File: src/hw/rtl/lpf_pkg.sv
// Shared types and constants for the LED frame stream parser.
// Used by lpf_csr and led_frame_stream_parser; depends on nothing else.
package lpf_pkg;

   localparam int CSR_IDX_W  = 3;
   localparam int CSR_DATA_W = 16;

   typedef enum logic [CSR_IDX_W-1:0] {
      CSR_BUFFER_CAPACITY    = 3'd0,
      CSR_START_CODE         = 3'd1,
      CSR_END_CODE           = 3'd2,
      CSR_DATA_TYPE_CODE     = 3'd3,
      CSR_COMMAND_TYPE_CODE  = 3'd4,
      CSR_RESPONSE_TYPE_CODE = 3'd5
   } csr_index_type;

   localparam logic [15:0] RST_BUFFER_CAPACITY    = 16'd512;
   localparam logic [7:0]  RST_START_CODE         = 8'd201;
   localparam logic [7:0]  RST_END_CODE           = 8'd54;
   localparam logic [7:0]  RST_DATA_TYPE_CODE     = 8'd218;
   localparam logic [7:0]  RST_COMMAND_TYPE_CODE  = 8'd192;
   localparam logic [7:0]  RST_RESPONSE_TYPE_CODE = 8'd170;

   typedef struct packed {
      logic [15:0] buffer_capacity;
      logic [7:0]  start_code;
      logic [7:0]  end_code;
      logic [7:0]  data_type_code;
      logic [7:0]  command_type_code;
      logic [7:0]  response_type_code;
   } lpf_cfg_type;

   typedef enum logic [2:0] {
      PH_WAIT   = 3'd0,
      PH_TYPE   = 3'd1,
      PH_LEN_HI = 3'd2,
      PH_LEN_LO = 3'd3,
      PH_DATA   = 3'd4,
      PH_END    = 3'd5
   } phase_type;

   typedef enum logic [1:0] {
      KIND_DATA = 2'd0,
      KIND_CMD  = 2'd1,
      KIND_RESP = 2'd2
   } kind_type;

endpackage

File: src/hw/rtl/lpf_csr.sv
// Configuration registers of the LED frame stream parser.
// Depends on lpf_pkg for the register indexes, reset values and lpf_cfg_type.
module lpf_csr (
   input  logic                             clock,
   input  logic                             reset,
   input  logic                             csr_we,
   input  logic [lpf_pkg::CSR_IDX_W-1:0]    csr_index,
   input  logic [lpf_pkg::CSR_DATA_W-1:0]   csr_wdata,
   output lpf_pkg::lpf_cfg_type             cfg
);
   import lpf_pkg::*;

   lpf_cfg_type cfg_ff;
   lpf_cfg_type cfg_in;

   always_comb begin
      cfg_in = cfg_ff;
      if (csr_we) begin
         case (csr_index)
            CSR_BUFFER_CAPACITY:    cfg_in.buffer_capacity    = csr_wdata;
            CSR_START_CODE:         cfg_in.start_code         = csr_wdata[7:0];
            CSR_END_CODE:           cfg_in.end_code           = csr_wdata[7:0];
            CSR_DATA_TYPE_CODE:     cfg_in.data_type_code     = csr_wdata[7:0];
            CSR_COMMAND_TYPE_CODE:  cfg_in.command_type_code  = csr_wdata[7:0];
            CSR_RESPONSE_TYPE_CODE: cfg_in.response_type_code = csr_wdata[7:0];
            default: ;  // drop writes beyond the register list
         endcase
      end
   end

   always_ff @(posedge clock) begin
      if (reset) begin
         cfg_ff.buffer_capacity    <= RST_BUFFER_CAPACITY;
         cfg_ff.start_code         <= RST_START_CODE;
         cfg_ff.end_code           <= RST_END_CODE;
         cfg_ff.data_type_code     <= RST_DATA_TYPE_CODE;
         cfg_ff.command_type_code  <= RST_COMMAND_TYPE_CODE;
         cfg_ff.response_type_code <= RST_RESPONSE_TYPE_CODE;
      end else begin
         cfg_ff <= cfg_in;
      end
   end

   assign cfg = cfg_ff;

endmodule

File: src/hw/rtl/led_frame_stream_parser.sv
// LED frame stream parser: top level with the frame state machine and result register.
// Depends on lpf_pkg and lpf_csr.
//
// Usage:
//   req_* carries one received serial byte per transfer. rsp_* carries exactly one
//   result per accepted byte: a buffer write (payload byte and its index) when
//   rsp_tuser[0] is set, and a frame done pulse with the clamped length when
//   rsp_tuser[1] is set; fields without their flag read as zero.
//   csr_* writes the capacity, start, end and type codes; write only while idle.
//   The result enters the output register in the cycle after the transfer. Throughput:
//   one byte per cycle while results are taken; the state machine updates phase, length
//   and count in the same cycle the byte is taken, so the next byte may follow at once.
//   When the receiver stalls, the result is held and req_tready drops until the
//   waiting result is taken; a byte is still accepted in the cycle it leaves.
//   Reset (synchronous, active high) restores the register defaults, empties the
//   output register and returns the parser to hunting for the start byte.
module led_frame_stream_parser (
   input  logic                             clock,
   input  logic                             reset,
   input  logic                             req_tvalid,
   output logic                             req_tready,
   input  logic [7:0]                       req_tdata,   // [7:0] rx_byte
   output logic                             rsp_tvalid,
   input  logic                             rsp_tready,
   output logic [39:0]                      rsp_tdata,   // [15:0] write_index,
                                                         // [23:16] write_byte,
                                                         // [39:24] frame_length
   output logic [1:0]                       rsp_tuser,   // [0] write_enable,
                                                         // [1] frame_done
   input  logic                             csr_we,
   input  logic [lpf_pkg::CSR_IDX_W-1:0]    csr_index,
   input  logic [lpf_pkg::CSR_DATA_W-1:0]   csr_wdata
);
   import lpf_pkg::*;

   lpf_cfg_type cfg;

   lpf_csr u_csr (
      .clock     (clock),
      .reset     (reset),
      .csr_we    (csr_we),
      .csr_index (csr_index),
      .csr_wdata (csr_wdata),
      .cfg       (cfg)
   );

   phase_type   phase_ff, phase_in;
   kind_type    kind_ff, kind_in;
   logic [15:0] length_ff, length_in;
   logic [15:0] count_ff, count_in;

   logic        rsp_valid_ff, rsp_valid_in;
   logic        we_ff, we_in;
   logic [15:0] widx_ff, widx_in;
   logic [7:0]  wbyte_ff, wbyte_in;
   logic        done_ff, done_in;
   logic [15:0] flen_ff, flen_in;

   logic        req_fire;
   logic [7:0]  rx_byte;
   logic [15:0] count_inc;
   logic [15:0] full_length;

   assign req_tready = !rsp_valid_ff || rsp_tready;
   assign req_fire   = req_tvalid && req_tready;
   assign rx_byte    = req_tdata;
   assign count_inc  = count_ff + 16'd1;
   assign full_length = {length_ff[15:8], rx_byte};

   always_comb begin
      phase_in  = phase_ff;
      kind_in   = kind_ff;
      length_in = length_ff;
      count_in  = count_ff;
      we_in     = 1'b0;
      widx_in   = '0;
      wbyte_in  = '0;
      done_in   = 1'b0;
      flen_in   = '0;
      if (req_fire) begin
         case (phase_ff)
            PH_TYPE: begin
               phase_in = PH_LEN_HI;
               if (rx_byte == cfg.data_type_code) begin
                  kind_in = KIND_DATA;
               end else if (rx_byte == cfg.command_type_code) begin
                  kind_in = KIND_CMD;
               end else if (rx_byte == cfg.response_type_code) begin
                  kind_in = KIND_RESP;
               end else begin
                  phase_in = PH_WAIT;
               end
            end
            PH_LEN_HI: begin
               length_in = {rx_byte, 8'd0};
               phase_in  = PH_LEN_LO;
            end
            PH_LEN_LO: begin
               length_in = full_length;
               count_in  = '0;
               // skip the payload phase for an empty frame
               phase_in  = (full_length == 16'd0) ? PH_END : PH_DATA;
            end
            PH_DATA: begin
               if (count_ff < cfg.buffer_capacity) begin
                  we_in    = 1'b1;
                  widx_in  = count_ff;
                  wbyte_in = rx_byte;
               end
               count_in = count_inc;
               if (count_inc == length_ff) begin
                  phase_in = PH_END;
               end
            end
            PH_END: begin
               if (rx_byte == cfg.end_code && kind_ff == KIND_DATA) begin
                  done_in = 1'b1;
                  flen_in = (length_ff < cfg.buffer_capacity) ? length_ff
                                                              : cfg.buffer_capacity;
               end
               phase_in = PH_WAIT;
            end
            default: begin
               phase_in = (rx_byte == cfg.start_code) ? PH_TYPE : PH_WAIT;
            end
         endcase
      end
      rsp_valid_in = req_fire || (rsp_valid_ff && !rsp_tready);
   end

   always_ff @(posedge clock) begin
      if (reset) begin
         phase_ff     <= PH_WAIT;
         kind_ff      <= KIND_DATA;
         length_ff    <= '0;
         count_ff     <= '0;
         rsp_valid_ff <= 1'b0;
      end else begin
         phase_ff     <= phase_in;
         kind_ff      <= kind_in;
         length_ff    <= length_in;
         count_ff     <= count_in;
         rsp_valid_ff <= rsp_valid_in;
      end
   end

   // load the result register on each input transfer, hold it otherwise
   always_ff @(posedge clock) begin
      if (req_fire) begin
         we_ff    <= we_in;
         widx_ff  <= widx_in;
         wbyte_ff <= wbyte_in;
         done_ff  <= done_in;
         flen_ff  <= flen_in;
      end
   end

   assign rsp_tvalid = rsp_valid_ff;
   assign rsp_tdata  = {flen_ff, wbyte_ff, widx_ff};
   assign rsp_tuser  = {done_ff, we_ff};

endmodule

File: config.mk
export PLATFORM = sky130hd
export DESIGN_NAME = led_frame_stream_parser
export DESIGN_NICKNAME = d
export VERILOG_FILES = /design/src/hw/rtl/lpf_pkg.sv /design/src/hw/rtl/lpf_csr.sv /design/src/hw/rtl/led_frame_stream_parser.sv
export SDC_FILE = /design/constraint.sdc
export NUM_CORES = 1
export LEC_CHECK = 0
export BUFFER_PORTS_ARGS = -buffer_cell sky130_fd_sc_hd__buf_4
export CAP_MARGIN = 20
export CORE_MARGIN = 3
export CORE_UTILIZATION = 45
export DETAILED_ROUTE_END_ITERATION = 8
export PLACE_DENSITY_LB_ADDON = 0.15
export SLEW_MARGIN = 20
export SYNTH_ARGS = -nofsm -noshare
export SYNTH_HDL_FRONTEND = slang
export SYNTH_HIERARCHICAL = 1
export SYNTH_SLANG_ARGS = --single-unit
File: constraint.sdc
create_clock -name clock -period 4.5 [get_ports clock]
set_input_delay 0.225 -clock clock [delete_from_list [all_inputs] [get_ports clock]]
set_output_delay 0.225 -clock clock [all_outputs]
set_load 0.02 [all_outputs]
==> flow_summary.json, run 1 <==
{
  "grt_max_degree": 93,
  "grt_usage_pct": 22.29,
  "drive_above_1_share_pct": 15.65,
  "hold_path.startpoint": "req_tvalid",
  "placed_area_um2": 8090,
  "ff2ff_path_depth": 8,
  "antennaDiodeCount": 0,
  "synthesis.nets": 841,
  "critPathMaxFanout": 16,
  "h-tree-depth": 4,
  "netlist_instances": 777,
  "finalNonFillerCells": 1053,
  "core_area_um2": 16060,
  "power.internal_mw": 2.271,
  "power.density_nw_per_um2": 341.8,
  "min_path_type": "input pin to flop",
  "dp_hpwl_um": 13850,
  "firstDrtPassIters": 5,
  "slew_violations": 0,
  "fmax_mhz": 342.8,
  "grt_use_met1_pct": 30.78,
  "regToRegStartpoint": "u_csr/cfg[45]$_SDFFE_PP0P_",
  "grt_pass1_vias": 5618,
  "grt_pass1_wl_um": 31390,
  "ioPinCount": 76,
  "p_leak_nw": 3.547,
  "setup_viol": 0,
  "power_frac_comb_pct": 7.4,
  "cts_setup_buffers": 0,
  "met3_usage_pct": 4.620,
  "crit_path_end_kind": "flop",
  "status": "complete, no violations",
  "vias": 5856,
  "r2r-end": "flen_ff[8]$_SDFFCE_PN0P_",
  "clk_path_buf_depth": 2,
  "areaGrowthSynthToFinish_pct": 16.90,
  "ir_worst_vdd_mv": 0.2730,
  "die_w_um": 134.6,
  "fp.dieH_um": 134.6,
  "cp_data_required_time_ns": 4.74,
  "finalSetupTns_ns": 0,
  "arrival_ns": 3.16,
  "startpoint_type": "flop",
  "synth_common_cells": "dfxtp_1 (94), nor2_1 (71), mux2i_1 (66)",
  "fin_skew_ns": 0.01079,
  "busiest_layer": "met2",
  "holdBufCountCts": 0,
  "netlist_top_cells_area": "dfxtp_1 (25%), edfxtp_1 (17%), mux2i_1 (8.9%)",
  "synth_most_common_cell": "dfxtp_1",
  "path_class": "flop to flop",
  "root_buffer": "clkbuf_16",
  "timing.max_cap.violations": 0,
  "antenna_found_initial": 0,
  "cts_made_buffers": 17,
  "setup_ws_ns": 1.583,
  "grt-ovfl-total": 0,
  "worst_hold_slack_ns": 0.05496,
  "ys_types": 58,
  "whs_path_depth": 3,
  "ant_nets": 0,
  "drc": 0,
  "rsz0062_at_grt": "false",
  "hold_viol_final": 0,
  "p_total_mw": 2.975,
  "syn_avg_cell_area_um2": 9.584,
  "cts_tree": "done",
  "wirelength_um": 19920,
  "synth_edf_count": 42,
  "cts_resized": 0,
  "fin_util_pct": 54.22,
  "relSlewSlack_pct": 34.30,
  "via_per_inst": 5.561,
  "wl_per_cell_um": 18.92,
  "p_sw_share_pct": 23.69,
  "port_buffers": 75,
  "holdPathEnd": "rsp_tvalid$_SDFF_PP0_",
  "async_reset_ff_share_pct": 0,
  "tightest_slew_ns": 0.9837,
  "rows": 46,
  "ys.flop_type": "dfxtp_1",
  "period_needed_ns": 2.917,
  "nNetsFinal": 888,
  "synth_top_area_share_pct": 25.27,
  "seqPwrFrac_pct": 43.9,
  "place_ws_ns": 1.713,
  "gp_congestion": 0.8403,
  "final_area_um2": 8706,
  "synth_area_um2": 7447,
  "placed_cells": 1021,
  "fin_crit_sh_pct": 64.83,
  "clkLatencyLatePin_ns": 0.43,
  "ys_ff_latch": 136,
  "p_switching_uw": 704.8,
  "seq_area_frac_synth_pct": 42.20,
  "gr-usage-met2_pct": 35.44,
  "cts_sinks": 136,
  "rrSetupSlack_ns": 1.58,
  "ys.warnings.count": 6,
  "yosysTopAreaCell": "dfxtp_1",
  "first_iter_violations": 555,
  "start_util_pct": 46.38,
  "p_clk_share_pct": 48.7,
  "clk_pin_slew_ns": 0.06,
  "die-area_um2": 18130
}
==> cell usage in the layout (no fill, tap or decap), drive strengths merged, types with 6 or more instances in the layout <==
master / n
nand2b: 55
xor2: 30
edfxtp: 42
a2111oi: 6
nor4: 15
nand4: 14
or3: 6
o21ai: 39
nor3: 9
nand2: 23
nor2: 71
nand3: 27
mux2i: 66
buf: 83
clkbuf: 19
a21o: 8
xnor2: 31
dfxtp: 94
a22oi: 8
inv: 28
and2: 25
ha: 32
a21oi: 47
==> registers in the layout, indices dropped and copies added (netlist names) <==
name	count
phase_ff	3
done_ff	1
widx_ff	16
rsp_tvalid	1
wbyte_ff	8
flen_ff	16
length_ff	16
u_csr/cfg	56
kind_ff	2
count_ff	16
we_ff	1
==> power by group through the flow <==
stage          combinational (mW)  sequential, mW  clock, mW
6_report                    0.220            1.31       1.45
5_1_grt                     0.234            1.31       1.52
4_1_cts                     0.219            1.31       1.47
3_5_place_dp                0.217            1.33          0
3_3_place_gp                0.214            1.33          0
2_1_floorplan               0.107            1.35          0
==> worst max-delay path by stage <==
stage / slack, ns / end / cells after the start / start
6_report: 1.58 / flen_ff[8]$_SDFFCE_PN0P_ / 8 / u_csr/cfg[45]$_SDFFE_PP0P_
5_1_grt: 1.45 / flen_ff[12]$_SDFFCE_PN0P_ / 8 / u_csr/cfg[45]$_SDFFE_PP0P_
4_1_cts: 1.63 / flen_ff[8]$_SDFFCE_PN0P_ / 8 / u_csr/cfg[45]$_SDFFE_PP0P_
3_5_place_dp: 1.71 / wbyte_ff[6]$_SDFFCE_PN0P_ / 9 / count_ff[9]$_SDFFE_PP0P_
3_3_place_gp: 1.75 / widx_ff[0]$_SDFFCE_PN0P_ / 9 / count_ff[9]$_SDFFE_PP0P_
2_1_floorplan: 1.17 / length_ff[0]$_SDFFE_PP0P_ / 8 / rsp_tvalid$_SDFF_PP0_
==> worst max-delay path, cell delays in order (launching register included) <==
cell	delay (ns)
dfxtp_1	0.34
inv_1	0.07
ha_1	0.33
a2111o_1	0.42
a31oi_1	0.15
o21ai_1	0.13
a211oi_2	0.82
o21ai_0	0.25
a21oi_1	0.20
==> per-layer routing <==
metal,vias to the layer above,share of wire [%]
met5,-,0
li1,2845,-
met2,167,47
met4,0,1.2
met3,20,5.6
met1,2824,46
==> cell families (layout without fill, tap and decap cells) <==
group,Yosys count,count (layout),share of synthesized area (%)
XOR/XNOR,61,61,7.174
adder cells (fa/ha/maj),32,32,5.376
buffers and inverters,79,139,4.654
AND/OR/NAND/NOR,273,273,20.70
multiplexers,66,66,8.871
flip-flops,136,136,42.20
AO/OA/AOI/OAI,130,130,11.02
==> area by class of cell <==
class / instances / area (um2)
clock buffers: 19 / 442.9
clock inverters: 13 / 168.9
fillers: 1431 / 7352
inverters: 24 / 90.09
multi-input cells: 562 / 3968
flip-flops and latches: 136 / 3143
well taps: 216 / 270.3
repair buffers: 83 / 623.1
(Power assumes the default switching activity.)
==> run 2, diff against run 1 <==
==> constraint.sdc (replaced) <==
create_clock -name clock -period 2.45 [get_ports clock]
set_input_delay 0.1225 -clock clock [delete_from_list [all_inputs] [get_ports clock]]
set_output_delay 0.1225 -clock clock [all_outputs]
set_load 0.02 [all_outputs]
==> flow_summary.json, run 2 (synthesized netlist as in run 1, its figures left out) <==
{
  "r2r-end": "flen_ff[14]$_SDFFCE_PN0P_",
  "finalNonFillerCells": 1103,
  "tightest_slew_ns": 0.7264,
  "fin_skew_ns": 0.009307,
  "drive_above_1_share_pct": 19.17,
  "die-area_um2": 18130,
  "p_sw_share_pct": 24.10,
  "ant_nets": 0,
  "port_buffers": 75,
  "cts_made_buffers": 17,
  "fin_crit_sh_pct": 94.12,
  "hold_path.startpoint": "rsp_tready",
  "areaGrowthSynthToFinish_pct": 22.03,
  "status": "complete, no violations",
  "power.internal_mw": 3.988,
  "min_path_type": "input pin to flop",
  "startpoint_type": "flop",
  "place_ws_ns": 0.03578,
  "clkLatencyLatePin_ns": 0.43,
  "ioPinCount": 76,
  "p_switching_mw": 1.266,
  "crit_path_end_kind": "flop",
  "gp_congestion": 0.9000,
  "antenna_found_initial": 0,
  "antennaDiodeCount": 0,
  "grt_usage_pct": 22.75,
  "setup_ws_ns": 0.1441,
  "core_area_um2": 16060,
  "h-tree-depth": 4,
  "fp.dieH_um": 134.6,
  "nNetsFinal": 938,
  "regToRegStartpoint": "u_csr/cfg[45]$_SDFFE_PP0P_",
  "clk_pin_slew_ns": 0.06,
  "placed_cells": 1056,
  "drc": 0,
  "ir_worst_vdd_mv": 0.5382,
  "cp_data_required_time_ns": 2.62,
  "p_clk_share_pct": 46.2,
  "wirelength_um": 20300,
  "power.density_nw_per_um2": 578.2,
  "cts_sinks": 136,
  "final_common_cell": "buf_4",
  "setup_viol": 0,
  "die_w_um": 134.6,
  "hold_viol_final": 0,
  "whs_path_depth": 3,
  "rrSetupSlack_ns": 0.14,
  "regArea_um2": 3146,
  "rows": 46,
  "fin_util_pct": 56.59,
  "multi_input_area_um2": 3993,
  "ff2ff_path_depth": 8,
  "start_util_pct": 46.38,
  "power_frac_comb_pct": 8.2,
  "grt_max_degree": 71,
  "p_leak_nw": 3.782,
  "critPathMaxFanout": 8,
  "grt_pass1_vias": 5934,
  "timing.max_cap.violations": 0,
  "slew_violations": 0,
  "relSlewSlack_pct": 51.57,
  "dp_hpwl_um": 14310,
  "placed_area_um2": 8353,
  "cts_tree": "done",
  "vias": 5999,
  "final_cell_mix": "buf_4 (117), dfxtp_1 (92), nor2_1 (71), mux2i_1 (66), nand2b_1 (55)",
  "first_iter_violations": 317,
  "grt_pass1_wl_um": 32010,
  "firstDrtPassIters": 5,
  "wl_per_cell_um": 18.40,
  "fmax_mhz": 433.7,
  "arrival_ns": 2.48,
  "final_area_um2": 9087,
  "via_per_inst": 5.439,
  "clk_path_buf_depth": 2,
  "seqPwrFrac_pct": 45.7,
  "largest_reg_flops": 56,
  "path_class": "flop to flop",
  "fillers": 1396,
  "grt-ovfl-total": 0,
  "holdPathEnd": "rsp_tvalid$_SDFF_PP0_",
  "root_buffer": "clkbuf_16",
  "period_needed_ns": 2.306,
  "finalSetupTns_ns": 0
}
-- run 2: repair_timing --
action,4_1_cts,5_1_grt
setup buffers,0,0
gates resized for setup,0,7
endpoints found under the setup margin,0,19
hold buffers,14,0
hold endpoints to repair,17,0
-- run 2: area by class of cell --
| class | count | share of cell area [%] |
|---|---|---|
| flip-flops and latches | 136 | 34.61 |
| well taps | 216 | 2.974 |
| repair buffers | 132 | 11.33 |
| clock inverters | 9 | 0.6609 |
| clock buffers | 23 | 5.494 |
| multi-input cells | 563 | 43.94 |
| inverters | 24 | 0.9913 |
-- run 2: critical path, stage by stage (launching register included) --
cell,delay [ns]
dfxtp_2,0.34
inv_1,0.06
ha_1,0.33
a2111o_1,0.43
a31oi_2,0.16
o21ai_2,0.11
a211o_2,0.42
nand3_1,0.12
a21oi_1,0.08
-- run 2: how the worst max path moves through the flow --
| stage | to | cells past startpoint | from |
|---|---|---|---|
| detailed placement | flen_ff[12]$_SDFFCE_PN0P_ | 8 | u_csr/cfg[45]$_SDFFE_PP0P_ |
| global route | flen_ff[11]$_SDFFCE_PN0P_ | 9 | u_csr/cfg[48]$_SDFFE_PP0P_ |
| global placement | flen_ff[5]$_SDFFCE_PN0P_ | 8 | u_csr/cfg[45]$_SDFFE_PP0P_ |
| floorplan | flen_ff[0]$_SDFFCE_PN0P_ | 9 | u_csr/cfg[45]$_SDFFE_PP0P_ |
| finish | flen_ff[14]$_SDFFCE_PN0P_ | 8 | u_csr/cfg[45]$_SDFFE_PP0P_ |
| CTS | flen_ff[1]$_SDFFCE_PN0P_ | 8 | u_csr/cfg[45]$_SDFFE_PP0P_ |
-- run 2: stage by stage --
step / hold slack [ns] / total power [mW]
finish: 0.01642 / 5.254
detailed placement: 0.3828 / 2.853
floorplan: 0.2520 / 2.680
global placement: 0.3746 / 2.846
CTS: 0.004027 / 5.298
global route: 0.03077 / 5.432
-- run 2: layer usage --
layer	share of wire, %	vias to the layer above	global-route usage, %
met5	0	-	0
met4	2.0	0	7.749
met3	4.0	33	3.987
met2	47	145	36.44
met1	47	2874	31.24
li1	-	2947	-
-- run 2: power by group through the flow --
stage               Clock (mW)  Sequential [mW]  Combinational [mW]
floorplan                    0             2.48               0.198
global placement             0             2.45               0.400
detailed placement           0             2.45               0.406
CTS                       2.47             2.40               0.426
global route              2.57             2.40               0.457
finish                    2.43             2.40               0.429
